--- src/rtl/core/mfpt_pkg.sv ---
// Package: register map, function codes and prescale table of the MFP timer block.
package mfpt_pkg;

	typedef enum logic [2:0] {
		FN_READ   = 3'd0,
		FN_WRITE  = 3'd1,
		FN_TICK   = 3'd2,
		FN_VBLANK = 3'd3,
		FN_KBD    = 3'd4,
		FN_ACK    = 3'd5
	} func_t;

	localparam logic [4:0] R_GPIP  = 5'd0;
	localparam logic [4:0] R_AER   = 5'd1;
	localparam logic [4:0] R_IERA  = 5'd3;
	localparam logic [4:0] R_IERB  = 5'd4;
	localparam logic [4:0] R_IPRA  = 5'd5;
	localparam logic [4:0] R_IPRB  = 5'd6;
	localparam logic [4:0] R_ISRA  = 5'd7;
	localparam logic [4:0] R_ISRB  = 5'd8;
	localparam logic [4:0] R_IMRA  = 5'd9;
	localparam logic [4:0] R_IMRB  = 5'd10;
	localparam logic [4:0] R_VR    = 5'd11;
	localparam logic [4:0] R_TACR  = 5'd12;
	localparam logic [4:0] R_TBCR  = 5'd13;
	localparam logic [4:0] R_TCDCR = 5'd14;
	localparam logic [4:0] R_TADR  = 5'd15;
	localparam logic [4:0] R_TBDR  = 5'd16;
	localparam logic [4:0] R_TCDR  = 5'd17;
	localparam logic [4:0] R_TDDR  = 5'd18;
	localparam logic [4:0] R_RSR   = 5'd21;
	localparam logic [4:0] R_UDR   = 5'd23;

	localparam logic [7:0] VBLANK_BIT = 8'h10;
	localparam logic [7:0] KBD_BIT    = 8'h10;
	localparam logic [7:0] GPIP4_IRQ  = 8'h40;
	localparam logic [7:0] RX_FULL    = 8'h80;
	localparam logic [7:0] VR_MASK    = 8'hF0;
	localparam logic [7:0] GPIP_RESET = 8'hFF;

	localparam logic [7:0] MAX_RATIO = 8'd200;

	function automatic logic [7:0] divide_ratio(input logic [2:0] code);
		logic [7:0] r;
		case (code)
			3'd0:    r = 8'd0;
			3'd1:    r = 8'd4;
			3'd2:    r = 8'd10;
			3'd3:    r = 8'd16;
			3'd4:    r = 8'd50;
			3'd5:    r = 8'd64;
			3'd6:    r = 8'd100;
			3'd7:    r = 8'd200;
			default: r = 8'd0;
		endcase
		return r;
	endfunction

endpackage

--- src/rtl/core/mfpt_req_if.sv ---
// Interface: request channel carrying one bus or event transaction.
interface mfpt_req_if;
	logic        valid;
	logic        ready;
	logic [2:0]  func;
	logic [4:0]  reg_index;
	logic [7:0]  data_byte;
	logic [11:0] cpu_cycles;
	logic        vblank_active;

	modport source (output valid, func, reg_index, data_byte, cpu_cycles, vblank_active,
		input ready);
	modport sink (input valid, func, reg_index, data_byte, cpu_cycles, vblank_active,
		output ready);
endinterface

--- src/rtl/core/mfpt_rsp_if.sv ---
// Interface: response channel carrying one result transaction.
interface mfpt_rsp_if;
	logic       valid;
	logic       ready;
	logic [7:0] read_data;
	logic       vector_valid;
	logic [7:0] vector_number;
	logic       irq_pending;

	modport source (output valid, read_data, vector_valid, vector_number, irq_pending,
		input ready);
	modport sink (input valid, read_data, vector_valid, vector_number, irq_pending,
		output ready);
endinterface

--- src/rtl/core/multi_function_peripheral_timers_irq_unit.sv ---
// Top level: MC68901-style register file, four interval timers and vectored IRQ controller.
// Timing: read, write, vblank, keyboard and acknowledge transactions give their result
//   in the cycle after acceptance. A tick steps each of the four timers in turn through its
//   prescale steps; one shared subtract/decrement unit walks the timers.
// Throughput: one non-tick item per cycle while the output is free; ready is low in a tick.
// Reset (arst_n, async): GPIP = 0xFF, all other registers, prescale accumulators and
//   timer counters cleared; no result held.
module multi_function_peripheral_timers_irq_unit #(
	parameter int NUM_REGS    = 24,
	parameter int CYCLE_SHIFT = 1
) (
	input logic clk,
	input logic arst_n,
	mfpt_req_if.sink   req,
	mfpt_rsp_if.source rsp
);
	import mfpt_pkg::*;

	typedef enum logic {ST_IDLE, ST_TICK} state_t;

	state_t      state_q;
	logic [7:0]  regs_q [NUM_REGS];
	logic [15:0] acc_q  [4];
	logic [7:0]  cnt_q  [4];
	logic [1:0]  t_q;          // timer being stepped
	logic [15:0] work_q;       // running accumulator of current timer
	logic [11:0] mc_q;         // cycle count of the tick, shifted right by CYCLE_SHIFT

	logic        out_valid_q;
	logic [7:0]  rd_q;
	logic        vv_q;
	logic [7:0]  vec_q;

	logic        out_free, accept, idx_ok;
	logic [11:0] mc;
	logic [7:0]  pa, pb, ratio, tdata, cnt_dec;
	logic [2:0]  code, pa_bit, pb_bit;
	logic        step, last;

	assign out_free = !out_valid_q || rsp.ready;
	assign req.ready = (state_q == ST_IDLE) && out_free;
	assign accept = req.valid && req.ready;
	assign idx_ok = ({1'b0, req.reg_index} < 6'(NUM_REGS));
	assign mc = req.cpu_cycles >> CYCLE_SHIFT;

	assign pa = regs_q[R_IPRA] & regs_q[R_IMRA];
	assign pb = regs_q[R_IPRB] & regs_q[R_IMRB];

	// highest set bit of each masked pending group
	always_comb begin
		pa_bit = 3'd0;
		pb_bit = 3'd0;
		for (int b = 0; b < 8; b++) begin
			if (pa[b]) pa_bit = 3'(b);
			if (pb[b]) pb_bit = 3'(b);
		end
	end

	// timer selected by the sequencer
	always_comb begin
		case (t_q)
			2'd0:    code = regs_q[R_TACR][2:0];
			2'd1:    code = regs_q[R_TBCR][2:0];
			2'd2:    code = regs_q[R_TCDCR][6:4];
			default: code = regs_q[R_TCDCR][2:0];
		endcase
		tdata = regs_q[R_TADR + 5'(t_q)];
	end
	assign ratio   = divide_ratio(code);
	assign step    = (ratio != 8'd0) && (work_q >= {8'd0, ratio});
	assign last    = !step && (t_q == 2'd3);
	assign cnt_dec = cnt_q[t_q] - 8'd1;

	always_ff @(posedge clk or negedge arst_n) begin
		if (!arst_n) begin
			state_q     <= ST_IDLE;
			out_valid_q <= 1'b0;
			rd_q        <= '0;
			vv_q        <= 1'b0;
			vec_q       <= '0;
			t_q         <= '0;
			work_q      <= '0;
			mc_q        <= '0;
			for (int i = 0; i < NUM_REGS; i++) regs_q[i] <= '0;
			regs_q[R_GPIP] <= GPIP_RESET;
			for (int i = 0; i < 4; i++) begin
				acc_q[i] <= '0;
				cnt_q[i] <= '0;
			end
		end else begin
			if (out_valid_q && rsp.ready) out_valid_q <= 1'b0;
			case (state_q)
				ST_IDLE: begin
					if (accept) begin
						rd_q        <= '0;
						vv_q        <= 1'b0;
						vec_q       <= '0;
						out_valid_q <= 1'b1;
						case (req.func)
							FN_READ: begin
								if (idx_ok) rd_q <= regs_q[req.reg_index];
							end
							FN_WRITE: begin
								if (idx_ok) begin
									case (req.reg_index)
										R_IPRA, R_IPRB, R_ISRA, R_ISRB:
											regs_q[req.reg_index] <=
												regs_q[req.reg_index] & req.data_byte;
										R_TADR, R_TBDR, R_TCDR, R_TDDR: begin
											regs_q[req.reg_index] <= req.data_byte;
											cnt_q[2'(req.reg_index - R_TADR)] <= req.data_byte;
										end
										R_GPIP: ;
										default: regs_q[req.reg_index] <= req.data_byte;
									endcase
								end
							end
							FN_TICK: begin
								if (mc != 12'd0) begin
									out_valid_q <= 1'b0;
									mc_q        <= mc;
									t_q         <= 2'd0;
									work_q      <= acc_q[0] + {4'd0, mc};
									state_q     <= ST_TICK;
								end
							end
							FN_VBLANK: begin
								regs_q[R_GPIP] <= req.vblank_active ?
									(regs_q[R_GPIP] & ~VBLANK_BIT) :
									(regs_q[R_GPIP] | VBLANK_BIT);
								// edge when level flips; AER picks the active edge
								if ((regs_q[R_GPIP][4] == req.vblank_active) &&
									(regs_q[R_AER][4] == !req.vblank_active) &&
									regs_q[R_IERB][6])
									regs_q[R_IPRB] <= regs_q[R_IPRB] | GPIP4_IRQ;
							end
							FN_KBD: begin
								regs_q[R_UDR] <= req.data_byte;
								regs_q[R_RSR] <= regs_q[R_RSR] | RX_FULL;
								if (regs_q[R_IERA][4])
									regs_q[R_IPRA] <= regs_q[R_IPRA] | KBD_BIT;
							end
							FN_ACK: begin
								if (pa != 8'd0) begin
									regs_q[R_IPRA][pa_bit] <= 1'b0;
									regs_q[R_ISRA][pa_bit] <= 1'b1;
									vv_q  <= 1'b1;
									// group A channels are 8..15
									vec_q <= (regs_q[R_VR] & VR_MASK) | {4'd0, 1'b1, pa_bit};
								end else if (pb != 8'd0) begin
									regs_q[R_IPRB][pb_bit] <= 1'b0;
									regs_q[R_ISRB][pb_bit] <= 1'b1;
									vv_q  <= 1'b1;
									vec_q <= (regs_q[R_VR] & VR_MASK) | {5'd0, pb_bit};
								end
							end
							default: ;
						endcase
					end
				end
				ST_TICK: begin
					if (step) begin
						work_q <= work_q - {8'd0, ratio};
						if (cnt_dec == 8'd0) begin
							cnt_q[t_q] <= tdata;
							case (t_q)
								2'd0: if (regs_q[R_IERA][5]) regs_q[R_IPRA][5] <= 1'b1;
								2'd1: if (regs_q[R_IERA][0]) regs_q[R_IPRA][0] <= 1'b1;
								2'd2: if (regs_q[R_IERB][5]) regs_q[R_IPRB][5] <= 1'b1;
								default: if (regs_q[R_IERB][4]) regs_q[R_IPRB][4] <= 1'b1;
							endcase
						end else begin
							cnt_q[t_q] <= cnt_dec;
						end
					end else if (!last) begin
						// stopped timer leaves its accumulator alone
						if (ratio != 8'd0) acc_q[t_q] <= work_q;
						t_q    <= t_q + 2'd1;
						work_q <= acc_q[t_q + 2'd1] + {4'd0, mc_q};
					end else if (out_free) begin
						if (ratio != 8'd0) acc_q[t_q] <= work_q;
						t_q         <= 2'd0;
						out_valid_q <= 1'b1;
						state_q     <= ST_IDLE;
					end
				end
				default: state_q <= ST_IDLE;
			endcase
		end
	end

	assign rsp.valid         = out_valid_q;
	assign rsp.read_data     = rd_q;
	assign rsp.vector_valid  = vv_q;
	assign rsp.vector_number = vec_q;
	assign rsp.irq_pending   = (pa | pb) != 8'd0;

	a_busy_not_ready: assert property (@(posedge clk) disable iff (!arst_n)
		state_q == ST_TICK |-> !req.ready) else $error("ready during tick");
	a_acc_bound: assert property (@(posedge clk) disable iff (!arst_n)
		state_q == ST_IDLE |-> acc_q[0] < {8'd0, MAX_RATIO} && acc_q[3] < {8'd0, MAX_RATIO})
		else $error("prescale accumulator out of range");
	a_vec_zero: assert property (@(posedge clk) disable iff (!arst_n)
		!vv_q |-> vec_q == 8'd0) else $error("vector without valid");
	a_tick_start: assert property (@(posedge clk) disable iff (!arst_n)
		state_q == ST_IDLE |=> state_q == ST_IDLE || t_q == 2'd0)
		else $error("tick sequencer entered mid-walk");

endmodule
--- src/flat_wrapper.sv ---
// flat-port wrapper written by rule: the top's interface ports become plain ports
module multi_function_peripheral_timers_irq_unit_flat import mfpt_pkg::*;
#(
	parameter int NUM_REGS    = 24,
	parameter int CYCLE_SHIFT = 1
)
  (clk, arst_n, req_valid, req_func, req_reg_index, req_data_byte, req_cpu_cycles, req_vblank_active, req_ready, rsp_valid, rsp_read_data, rsp_vector_valid, rsp_vector_number, rsp_irq_pending, rsp_ready);
  mfpt_req_if req_i ();
  mfpt_rsp_if rsp_i ();
  input logic clk;
  input logic arst_n;
  input wire logic [$bits(req_i.valid)-1:0] req_valid;
  input wire logic [$bits(req_i.func)-1:0] req_func;
  input wire logic [$bits(req_i.reg_index)-1:0] req_reg_index;
  input wire logic [$bits(req_i.data_byte)-1:0] req_data_byte;
  input wire logic [$bits(req_i.cpu_cycles)-1:0] req_cpu_cycles;
  input wire logic [$bits(req_i.vblank_active)-1:0] req_vblank_active;
  output wire logic [$bits(req_i.ready)-1:0] req_ready;
  output wire logic [$bits(rsp_i.valid)-1:0] rsp_valid;
  output wire logic [$bits(rsp_i.read_data)-1:0] rsp_read_data;
  output wire logic [$bits(rsp_i.vector_valid)-1:0] rsp_vector_valid;
  output wire logic [$bits(rsp_i.vector_number)-1:0] rsp_vector_number;
  output wire logic [$bits(rsp_i.irq_pending)-1:0] rsp_irq_pending;
  input wire logic [$bits(rsp_i.ready)-1:0] rsp_ready;
  assign req_i.valid = req_valid;
  assign req_i.func = req_func;
  assign req_i.reg_index = req_reg_index;
  assign req_i.data_byte = req_data_byte;
  assign req_i.cpu_cycles = req_cpu_cycles;
  assign req_i.vblank_active = req_vblank_active;
  assign req_ready = req_i.ready;
  assign rsp_valid = rsp_i.valid;
  assign rsp_read_data = rsp_i.read_data;
  assign rsp_vector_valid = rsp_i.vector_valid;
  assign rsp_vector_number = rsp_i.vector_number;
  assign rsp_irq_pending = rsp_i.irq_pending;
  assign rsp_i.ready = rsp_ready;
  multi_function_peripheral_timers_irq_unit #(.NUM_REGS(NUM_REGS), .CYCLE_SHIFT(CYCLE_SHIFT)) u_core (.clk(clk), .arst_n(arst_n), .req(req_i), .rsp(rsp_i));
endmodule
--- config.mk ---
export PLATFORM = sky130hd
export DESIGN_NAME = multi_function_peripheral_timers_irq_unit_flat
export DESIGN_NICKNAME = d
export VERILOG_FILES = /design/src/rtl/core/mfpt_pkg.sv /design/src/rtl/core/mfpt_req_if.sv /design/src/rtl/core/mfpt_rsp_if.sv /design/src/rtl/core/multi_function_peripheral_timers_irq_unit.sv /design/src/flat_wrapper.sv
export SDC_FILE = /design/constraint.sdc
export NUM_CORES = 1
export LEC_CHECK = 0
export BUFFER_PORTS_ARGS = -buffer_cell sky130_fd_sc_hd__buf_2
export CORE_UTILIZATION = 68
export DETAILED_ROUTE_END_ITERATION = 8
export PLACE_DENSITY = 0.86
export SLEW_MARGIN = 20
export SYNTH_ARGS = -nofsm -noshare
export SYNTH_HDL_FRONTEND = slang
export SYNTH_SLANG_ARGS = --single-unit
--- constraint.sdc ---
create_clock -name clk -period 14.5 [get_ports clk]
set_clock_uncertainty 0.05 [all_clocks]
set_input_delay 2.9 -clock clk [delete_from_list [all_inputs] [get_ports clk]]
set_output_delay 2.9 -clock clk [all_outputs]
set_load 0.01 [all_outputs]
==> results.cfg, run 1 <==
[place]
dp_hpwl_um = 37400
dp.cells = 2145
numPortBuffers = 51
gp_congestion = 1.00

[cells_and_area]
seq_area_mm2 = 0.00842
multi_input_area_mm2 = 0.00979
synthToLayoutAreaGrowth_pct = 8.71
fin_util = 0.757
drive_above_1_share = 0.187
nFillCells = 1795
nNetsFinal = 1884
final_cells = 2210

[clock_network]
clk_latency_ns = 0.52
cts_setup_buffers = 0
ctsLongestPathBuffers = 3
cts_tree = built
htreeDepth = 2
cts.sinks = 336
root_buffer = clkbuf_16
cts.hold.buffers_added = 0
cts_resized = 0
cts_buffers = 37
clk_pin_slew_ns = 0.07

[min_path]
hp-start = u_core.regs_q[189]$_DFFE_PN1P_
min_path_cells = 0
hold_class = reg -> reg
min_to = u_core.regs_q[189]$_DFFE_PN1P_

[floorplan]
initial_core_util = 0.697
dieWidth_um = 169
core_area_mm2 = 0.0271
rows = 60
die_area_mm2 = 0.0284
die_y_um = 169
io-pin-count = 53

[power_and_ir_drop]
power_frac_seq = 0.337
ir_worst_vdd_mv = 0.0992
comb_power_share = 0.388
leakage_uw = 0.00894
clockPowerShare = 0.276
net-switching-power_uw = 1380
p_total_uw = 3720
internal_power_uw = 2340
cellPowerDensity_mw_per_mm2 = 181
switching_share = 0.371

[worst_setup_path]
worstSetupPathType = reg -> reg
critPathLaunchType = flip-flop
reg2reg_depth = 15
crit_required_ns = 14.85
crit_fanout = 45
rr_endpoint = u_core.acc_q[4]$_DFFE_PN0P_
r2r_slack_ns = 7.83
timing.rr.start = u_core.t_q[0]$_DFFE_PN0P_
critPathArrivalTime_ns = 7.03
critPathCaptureType = flip-flop

[global_route]
overflow = 0
track_usage = 0.398
antenna_found_initial = 2
grt_pass1_vias = 15556
grt_max_degree = 145
grt_pass1_wl_um = 86500

[logic_synthesis]
synth_cell_types = 83
synth_area_per_cell_um2 = 10.3
async_reset_ff_frac = 1.00
yosys_warnings = 0
ys_ff_latch = 336
synth_fp_nets = 1899
ys_top_cells_by_count = dfrtp_1, nand2_1, o21ai_0
synthFlopType = dfrtp_1
seq_area_frac_synth = 0.446
synth.most_common_cell = dfrtp_1
synth_area_leader_cell = dfrtp_1
synth_edf_count = 0
yosysTopAreaCellShare = 0.435
synth_cells = 1827
yosys-top-cells-area = dfrtp_1, mux4_2, mux2_2
syn_area_mm2 = 0.0189

[drt]
drc = 0
drtIter0Drc = 2347
drtAntennaViolNets = 0
wl_per_cell_um = 25.0
via_per_inst = 7.11
via_count = 15716
routed_wl_um = 55300
drt_pre_antenna_iters = 7

[timing]
relSlewSlack = 0.214
final-hold-violation-count = 0
worst_pin_slew_ns = 1.17
fmax_mhz = 150
maxSlewViolCount = 0
holdWs_ns = 0.317
fin_crit_sh = 0.460
setup_violations = 0
setup_tns_ns = 0
rsz0062_at_grt = false
finalWorstPathRequiredPeriod_ns = 6.67

[job]
cap_violations = 0

[status]
status = finished clean
## sequential cells by signal (all words and copies together) (netlist names)
register	count
u_core.rsp.vector_number	8
u_core.rsp.valid	1
u_core.t_q	2
u_core.rsp.read_data	8
u_core.rsp.vector_valid	1
u_core.cnt_q	32
u_core.mc_q	11
u_core.acc_q	64
u_core.regs_q	192
u_core.work_q	16
u_core.state_q	1
## cells in the final DEF (no fill, tap or decap), types with 31 or more instances in the layout
master     instances
nand2_1          212
dfrtp_1          327
nor2b_1           47
o21ai_0          176
mux4_2            92
nand3_1           50
clkbuf_16         37
nor2_1           154
buf_2             50
nor3_1            33
a21oi_1          123
a31oi_1           31
mux2_2            83
ha_1              36
## metrics by stage
step | area (um2) | worst slack, ns
2_1_floorplan | 18900 | 8.41
3_3_place_gp | 19200 | 7.64
3_5_place_dp | 19200 | 7.55
4_1_cts | 20500 | 7.88
5_1_grt | 20500 | 7.38
6_report | 20500 | 7.83
## final cells by class
class	count	share of cell area
Antenna cell	2	0.000244
Clock buffer	46	0.0497
Clock inverter	17	0.0142
Inverter	27	0.00494
Multi-Input combinational cell	1338	0.477
Sequential cell	336	0.410
Tap cell	372	0.0227
Timing Repair Buffer	72	0.0212
## cells by family after synthesis
| group | Yosys count | synth area share |
|---|---|---|
| fa+ha+maj | 39 | 0.0270 |
| simple gates | 571 | 0.137 |
| buf+inv | 153 | 0.0369 |
| mux | 191 | 0.168 |
| flops | 336 | 0.446 |
| xor+xnor | 35 | 0.0182 |
| compound gates | 502 | 0.167 |
## power groups by stage
stage                     Sequential (uW)  Combinational, uW  Clock (uW)
after global routing                 1270               1550        1060
after global placement               1240               1350           0
final                                1250               1440        1020
after detailed placement             1260               1390           0
after CTS                            1240               1410        1030
after floorplan                      1200               1090           0
## critical path, stage by stage, from the launching register on
cell	delay (ns)
dfrtp_2	0.33
buf_4	0.71
inv_1	0.29
ha_1	0.39
a222oi_1	0.67
a21oi_1	0.25
nand2b_1	0.24
mux2_2	0.30
ha_1	0.29
nor2b_1	0.14
o211ai_1	0.25
a31o_2	0.24
a21o_1	0.79
nand3_1	0.34
nor3_4	0.84
mux2_2	0.43
## how the worst max path moves through the flow
stage                                         start                        endpoint  slack (ns)  cells past startpoint
after floorplan                           rsp_ready                       req_ready        8.41                      2
after global placement             req_reg_index[0]  u_core.regs_q[142]$_DFFE_PN0P_        7.64                      9
after detailed placement           req_reg_index[0]  u_core.regs_q[142]$_DFFE_PN0P_        7.55                      9
after CTS                 u_core.t_q[0]$_DFFE_PN0P_     u_core.acc_q[4]$_DFFE_PN0P_        7.88                     15
after global routing      u_core.t_q[0]$_DFFE_PN0P_     u_core.acc_q[4]$_DFFE_PN0P_        7.38                     15
final                     u_core.t_q[0]$_DFFE_PN0P_     u_core.acc_q[4]$_DFFE_PN0P_        7.83                     15
## layer usage
metal / wire (um) / global-route usage / vias up
li1: - / - / 6642
met3: 6050 / 0.0860 / 275
met2: 25700 / 0.631 / 1060
met5: 0 / 0 / -
met4: 3250 / 0.214 / 0
met1: 20300 / 0.519 / 7739
No activity file was read; power rests on OpenSTA's default activity.
==> inputs of run 2 (changes only) <==
--- a/config.mk
+++ b/config.mk
@@ -6,9 +6,9 @@
 export NUM_CORES = 1
 export LEC_CHECK = 0
 export BUFFER_PORTS_ARGS = -buffer_cell sky130_fd_sc_hd__buf_2
-export CORE_UTILIZATION = 68
+export CORE_UTILIZATION = 63
 export DETAILED_ROUTE_END_ITERATION = 8
-export PLACE_DENSITY = 0.86
+export PLACE_DENSITY = 0.8
 export SLEW_MARGIN = 20
 export SYNTH_ARGS = -nofsm -noshare
 export SYNTH_HDL_FRONTEND = slang
==> constraint.sdc (replaced) <==
create_clock -name clk -period 6.7 [get_ports clk]
set_clock_uncertainty 0.05 [all_clocks]
set_input_delay 1.34 -clock clk [delete_from_list [all_inputs] [get_ports clk]]
set_output_delay 1.34 -clock clk [all_outputs]
set_load 0.01 [all_outputs]
==> run 2 against run 1 <==
  * Flip-flop and latch count unchanged
  * Global-route usage fell by 2.9 points
  * Die area up 7.8%
  * Core utilization fell by 6.0 points
  * Via count down 1.3%
==> results.cfg, run 2 (synthesis gave the netlist of run 1 again) <==
[status]
status = finished clean

[clock_network]
clk_pin_slew_ns = 0.06
cts_tree = built
root_buffer = clkbuf_16
cts_buffers = 38
cts_setup_buffers = 0
ctsLongestPathBuffers = 3
cts_resized = 0
clk_latency_ns = 0.53
htreeDepth = 2
cts.sinks = 336
cts.hold.buffers_added = 0

[cells_and_area]
largest_reg_flops = 192
final_cell_mix = dfrtp_1, nand2_1, o21ai_0, nor2_1, a21oi_1
nNetsFinal = 1897
drive_above_1_share = 0.189
max_flop_register = u_core.regs_q
final_common_cell = dfrtp_1
synthToLayoutAreaGrowth_pct = 9.14
nFillCells = 2174
reg_top3 = u_core.regs_q x192, u_core.acc_q x64, u_core.cnt_q x32

[worst_setup_path]
reg2reg_depth = 14
crit_required_ns = 7.05
critPathLaunchType = flip-flop
timing.rr.start = u_core.t_q[0]$_DFFE_PN0P_
crit_fanout = 22
rr_endpoint = u_core.acc_q[48]$_DFFE_PN0P_
worstSetupPathType = reg -> reg
critPathArrivalTime_ns = 5.97
critPathCaptureType = flip-flop
r2r_slack_ns = 1.08

[place]
gp_congestion = 0.963
numPortBuffers = 51
dp_hpwl_um = 38000

[timing]
final-hold-violation-count = 0
relSlewSlack = 0.245
rsz0062_at_grt = false
finalWorstPathRequiredPeriod_ns = 5.62
fin_crit_sh = 0.839
holdWs_ns = 0.316
setup_violations = 0
maxSlewViolCount = 0
fmax_mhz = 178
worst_pin_slew_ns = 1.12
setup_tns_ns = 0

[global_route]
antenna_found_initial = 2
overflow = 0
grt_pass1_vias = 15500
grt_max_degree = 178
track_usage = 0.369
grt_pass1_wl_um = 86800

[power_and_ir_drop]
ir_worst_vdd_mv = 0.198
leakage_uw = 0.00897
p_total_uw = 7980
cellPowerDensity_mw_per_mm2 = 387

[floorplan]
dieWidth_um = 175
die_y_um = 175
initial_core_util = 0.639
die_area_mm2 = 0.0307
rows = 63
io-pin-count = 53
core_area_mm2 = 0.0296

[min_path]
hp-start = u_core.regs_q[185]$_DFFE_PN1P_
min_to = u_core.regs_q[185]$_DFFE_PN1P_
min_path_cells = 0
hold_class = reg -> reg

[job]
cap_violations = 0

[drt]
drtAntennaViolNets = 0
drtIter0Drc = 2156
wl_per_cell_um = 24.7
drt_pre_antenna_iters = 8
via_per_inst = 6.92
via_count = 15510
routed_wl_um = 55400
drc = 0
-- run 2: routing by layer --
layer	wire (um)	vias to the layer above	GRT usage
li1	-	6684	-
met1	20800	7618	0.481
met2	26000	958	0.587
met3	5490	248	0.0748
met4	3130	2	0.196
met5	13	-	0
-- run 2: worst max-delay path, stage by stage (launching register included) --
cell,delay (ns)
dfrtp_2,0.82
inv_1,0.23
ha_1,0.35
a222oi_1,0.70
a21oi_1,0.27
nand2b_1,0.24
mux2_2,0.30
ha_1,0.29
nor2b_1,0.14
o211ai_1,0.24
a31o_2,0.22
a21oi_1,0.08
nor3_1,0.33
and2_1,0.79
mux2_2,0.42
-- run 2: how the worst max path moves through the flow --
stage / startpoint / endpoint / depth (start not counted)
4_1_cts: u_core.t_q[0]$_DFFE_PN0P_ / u_core.acc_q[48]$_DFFE_PN0P_ / 14
3_5_place_dp: u_core.t_q[0]$_DFFE_PN0P_ / u_core.acc_q[50]$_DFFE_PN0P_ / 14
5_1_grt: u_core.t_q[0]$_DFFE_PN0P_ / u_core.acc_q[54]$_DFFE_PN0P_ / 14
3_3_place_gp: u_core.t_q[0]$_DFFE_PN0P_ / u_core.acc_q[39]$_DFFE_PN0P_ / 15
2_1_floorplan: u_core.t_q[0]$_DFFE_PN0P_ / u_core.work_q[10]$_DFFE_PN0P_ / 17
6_report: u_core.t_q[0]$_DFFE_PN0P_ / u_core.acc_q[48]$_DFFE_PN0P_ / 14
-- run 2: stage by stage --
stage	util	instance area, um2	instances	setup WS [ns]
after global placement	0.653	19300	2175	1.29
after detailed placement	0.653	19300	2175	1.22
after global routing	0.697	20600	2242	0.738
after CTS	0.697	20600	2241	1.19
final	0.697	20600	2242	1.08
after floorplan	-	18900	1827	2.08
-- run 2: cell type report --
cell class	instances	area, um2	share of cell area
Tap cell	390	488	0.0237
Clock buffer	58	1150	0.0558
Clock inverter	8	143	0.00692
Multi-Input combinational cell	1338	9780	0.475
Timing Repair Buffer	84	526	0.0255
Inverter	27	101	0.00492
Antenna cell	1	2.50	0.000121
Sequential cell	336	8420	0.409
-- run 2: report_power, final --
part / switching, uW / total [uW] / internal (uW)
logic: 1770 / 3060 / 1280
registers: 355 / 2750 / 2400
clock network: 838 / 2170 / 1330
